<file path="config.mk">
export PLATFORM = sky130hd
export DESIGN_NAME = rem_isqrt
export DESIGN_NICKNAME = d
export VERILOG_FILES = /design/src/rtl/core/rem_pkg.sv /design/src/rtl/core/rem_isqrt.sv
export SDC_FILE = /design/constraint.sdc
export NUM_CORES = 1
export LEC_CHECK = 0
export BUFFER_PORTS_ARGS = -buffer_cell sky130_fd_sc_hd__buf_2
export CORE_AREA = 2 2 112 168
export DETAILED_ROUTE_END_ITERATION = 6
export DIE_AREA = 0 0 114 170
export GPL_ROUTABILITY_DRIVEN = 0
export MAX_ROUTING_LAYER = met4
export PLACE_DENSITY = 0.73
export SKIP_LAST_GASP = 1
export SYNTH_ARGS = -nofsm -noshare
export SYNTH_HDL_FRONTEND = slang
export SYNTH_SLANG_ARGS = --single-unit
</file>
<file path="constraint.sdc">
create_clock -name clk -period 14.76 [get_ports clk]
set_clock_uncertainty 0.05 [all_clocks]
set_input_delay 0 -clock clk [delete_from_list [all_inputs] [get_ports clk]]
set_output_delay 0 -clock clk [all_outputs]
set_load 0.1 [all_outputs]
</file>
<file path="src/rtl/core/rem_pkg.sv">
`default_nettype none

package rem_pkg;

	localparam int PIX_W       = 8;
	localparam int WIDTH_W     = 11;
	localparam int HEIGHT_W    = 16;
	localparam int CFG_IDX_W   = 8;
	localparam int CFG_DATA_W  = 16;
	localparam int SUMSQ_W     = 17;
	localparam int ROOT_W      = SUMSQ_W + 1;
	localparam int SQRT_STEPS  = (SUMSQ_W + 1) / 2;
	localparam int STEPS_PER_CYC = 3;
	localparam int SQRT_CYCLES = SQRT_STEPS / STEPS_PER_CYC;
	localparam int MIN_DIM     = 3;

	localparam logic [WIDTH_W-1:0]  WIDTH_RST  = WIDTH_W'(640);
	localparam logic [HEIGHT_W-1:0] HEIGHT_RST = HEIGHT_W'(480);

	localparam logic [CFG_IDX_W-1:0] REG_IMAGE_WIDTH  = CFG_IDX_W'(0);
	localparam logic [CFG_IDX_W-1:0] REG_IMAGE_HEIGHT = CFG_IDX_W'(1);

	typedef logic [PIX_W-1:0] pix_t;

	typedef enum logic [1:0] {
		ST_IDLE,
		ST_DIFF,
		ST_ROOT
	} rem_state_t;

endpackage

`default_nettype wire

</file>
<file path="src/rtl/core/rem_isqrt.sv">
`default_nettype none

module rem_isqrt (
	input  logic                         clk,
	input  logic                         arst_n,
	input  logic                         start,
	input  logic [rem_pkg::SUMSQ_W-1:0]  radicand,
	output logic                         done,
	output rem_pkg::pix_t                root
);
	import rem_pkg::*;

	logic [ROOT_W-1:0] n_q, r_q, n_v, r_v, r_fin;
	logic [1:0]        step_q;
	logic              busy_q, done_q;

	// three bit-pair steps of the restoring root per cycle
	always_comb begin
		int k;
		logic [ROOT_W-1:0] b, trial;
		n_v = n_q;
		r_v = r_q;
		for (int s = 0; s < STEPS_PER_CYC; s++) begin
			k = STEPS_PER_CYC * int'(step_q) + s;
			b = ROOT_W'(1) << (2 * (SQRT_STEPS - 1 - k));
			trial = r_v + b;
			if (n_v >= trial) begin
				n_v = n_v - trial;
				r_v = (r_v >> 1) + b;
			end else begin
				r_v = r_v >> 1;
			end
		end
	end

	// round to nearest (no ties), then saturate
	always_comb begin
		r_fin = (n_q > r_q) ? r_q + 1'b1 : r_q;
		root  = (r_fin > ROOT_W'(255)) ? '1 : r_fin[PIX_W-1:0];
	end

	assign done = done_q;

	always_ff @(posedge clk or negedge arst_n) begin
		if (!arst_n) begin
			busy_q <= 1'b0;
			done_q <= 1'b0;
			step_q <= '0;
		end else if (start) begin
			busy_q <= 1'b1;
			done_q <= 1'b0;
			step_q <= '0;
		end else if (busy_q) begin
			if (step_q == 2'(SQRT_CYCLES - 1)) begin
				busy_q <= 1'b0;
				done_q <= 1'b1;
			end else begin
				step_q <= step_q + 1'b1;
			end
		end
	end

	always_ff @(posedge clk) begin
		if (start) begin
			n_q <= ROOT_W'(radicand);
			r_q <= '0;
		end else if (busy_q) begin
			n_q <= n_v;
			r_q <= r_v;
		end
	end

endmodule

`default_nettype wire
</file>
==> impl_metrics.toml <==
[run_status]
status = "finished clean"

[sta]
worst_pin_slew_ns = 0.836
rsz0062_at_grt = "no"
setup_viol = 0
fmax_ghz = 0.0719
min_period_ns = 13.91
period_share = 0.942
setup_tns_ns = 0
max_slew_margin = 0.438
maxSlewViolCount = 0
hold_viol = 0

[critical_path]
start_kind = "flop"
regToRegEndpoint = "n_q[13]"
worstSetupPathType = "flop to flop"
cp_max_fo = 31
worstRegToRegCells = 60
max_stage_delay_ns = 0.48
worst_path_most_repeated_cell = "ha_1"
crit_arrival_ns = 13.91
crit_path_start = "step_q[0]"
r2r_start = "step_q[0]"
worst_setup_path_end_kind = "flop"
rrSetupSlack_ns = 0.85
worst_path_max_delay_cell = "dfrtp_1"
critPathRequiredTime_ns = 14.77
critical_path.endpoint = "n_q[13]"

[cts]
worstSkewPairLatency_ns = 0.30
cts_inserted_buffers = 5
cts_sinks = 40
root_buffer = "clkbuf_16"
cts_tree = "done"
cts.clk_slew.worst_paths_ns = 0.07
htreeDepth = 2
clockBufferDepth = 2

[grt]
grt_pass1_vias = 9546
antenna_found_initial = 0
grt_max_degree = 44
overflow = 0
grtUsageTotal = 0.352
grt_first_pass_wirelength_mm = 51.3

[logic_synthesis]
syn_area_sq_um = 9650
synthArstFlopShare = 0.100
synth_warnings = 0
synth_cell_types = 114
synth_top_flop_cell = "dfxtp_1"
synth.avg_cell_area_sq_um = 7.69
yosysTopAreaCellShare = 0.180
synth_area_leaders = "ha_1 (18%), xnor2_1 (6.6%), edfxtp_1 (5.3%), nand2_1 (5.2%), a21oi_1 (4.8%)"
synthCells = 1256
synth.ff_latch_count = 40
synth-edff-count = 17
post-synth-top-area-cell = "ha_1"
ys_seq_area_frac = 0.103

[placement]
placed_cells = 1469
dp_hpwl_mm = 26.7
post_dp_cell_area_sq_um = 9950
portBuffers = 28

[floorplan]
dieArea_sq_um = 19400
coreArea_sq_um = 17900
io_pins = 29
die_x_um = 114
initial_utilization = 0.540
core.rowCount = 60
die_h_um = 170

[final_layout]
instances_no_fill = 1492
nNetsFinal = 1436
fillCellCount = 1677
antennaDiodeCount = 0
fin_util = 0.577
drive_gt1_frac = 0.124
design_area_sq_um = 10300
area_growth_pct = 6.80

[routing]
viasPerCell = 6.68
ant_nets = 0
drc = 0
wl_per_cell_um = 22.3
vias = 9965
drt_iter0_drc = 943
dr.pass1.iters = 5
drt-total-wl_mm = 33.2

[hold_path]
hold_class = "primary input to flop"

[flow_run]
maxCapViolCount = 0
==> critical path, delay by kind of cell, from the launching register on <==
kind / cells / cell delay [ns]
AO/OA/AOI/OAI: 26 / 5.64
adder cells (fa/ha/maj): 10 / 3.23
AND/OR/NAND/NOR: 13 / 2.17
buffers and inverters: 5 / 0.79
multiplexers: 2 / 0.67
XOR/XNOR: 4 / 0.59
flip-flops: 1 / 0.48
==> area by class of cell <==
class | count | area (sq um) | share of cell area
clock inverter | 1 | 30.0 | 0.00291
multi-input combinational | 1091 | 8160 | 0.792
tap | 217 | 272 | 0.0263
inverter | 79 | 297 | 0.0288
timing repair buffer | 57 | 404 | 0.0392
clock buffer | 7 | 154 | 0.0149
sequential | 40 | 991 | 0.0961
==> synth_stat cells (10+ instances only) <==
cell      number
a211oi_1      15
a21boi_0      10
a21o_1        21
a21oi_1       93
a31oi_1       24
clkbuf_1      31
dfxtp_1       19
edfxtp_1      17
ha_1         139
inv_1         74
mux2_2        13
mux2i_1       11
nand2_1      134
nand3_1       17
nand4_1       23
nor2_1       117
nor2b_1       12
nor3_1        24
o21a_1        21
o21ai_0       63
o21bai_1      11
o31ai_1       17
xnor2_1       73
xor2_1        38
==> routing by layer <==
metal	up-vias	GRT usage	wire length [um]
met4	0	0.273	2960
met3	167	0.0402	2350
met1	4625	0.383	12200
met5	-	-	0
li1	4664	-	-
met2	509	0.581	15800
==> per-stage QoR <==
stage | setup slack, ns | hold slack (ns)
global placement | 1.35 | -0.239
floorplan | 1.17 | -0.346
CTS | 0.826 | 0.00223
detailed placement | 0.917 | -0.236
global route | 0.0111 | 0.0115
finish | 0.853 | 0.0000797
==> flip-flops by register name, indices dropped and copies added (netlist names) <==
name and flops:
n_q 18, r_q 18, step_q 2, busy_q 1, done 1
==> placed cells by master (no fill, tap or decap), drive strengths merged, types with 17 or more instances in the layout <==
cell    synthesis  routed
nor3           26      26
xnor2          80      80
a21oi         100     100
buf            16      43
o31ai          24      24
edfxtp         17      17
dfxtp          19      19
a31oi          31      31
nor2          117     117
o21a           22      22
nand3          19      19
nand2         135     135
inv            77      77
nand4          23      23
xor2           39      39
ha            139     139
a211oi         20      20
a21o           22      22
o21ai          74      74
==> how the worst min path moves through the flow <==
stage	startpoint	end	depth (start not counted)
global route	radicand[7]	n_q[7]	3
detailed placement	arst_n	done	1
global placement	arst_n	done	1
finish	radicand[11]	n_q[11]	3
floorplan	arst_n	busy_q	0
CTS	radicand[11]	n_q[11]	3
==> cells by family (layout without fill, tap and decap cells) <==
| kind of cell | count (synthesis) | in the layout | share of synthesized area |
|---|---|---|---|
| muxes | 26 | 26 | 0.0295 |
| and+or+nand+nor | 399 | 399 | 0.204 |
| AOI/OAI and AO/OA | 400 | 400 | 0.306 |
| xor gates and xnor gates | 119 | 119 | 0.114 |
| adders and majority gates | 145 | 145 | 0.190 |
| buffers and inverters | 126 | 144 | 0.0543 |
| DFF | 40 | 40 | 0.103 |
| other | 1 | 2 | 0.000388 |
==> what timing repair did <==
action | in CTS | in global routing
gates resized for setup | 0 | 6
endpoints found under the hold margin | 16 | 0
hold buffers | 14 | 0
setup buffers | 0 | 1
setup endpoints to repair | 0 | 35
Power is left out: the tool's default activity adds up to more than one toggle a clock period on the data nets, which glitch-free logic cannot reach.
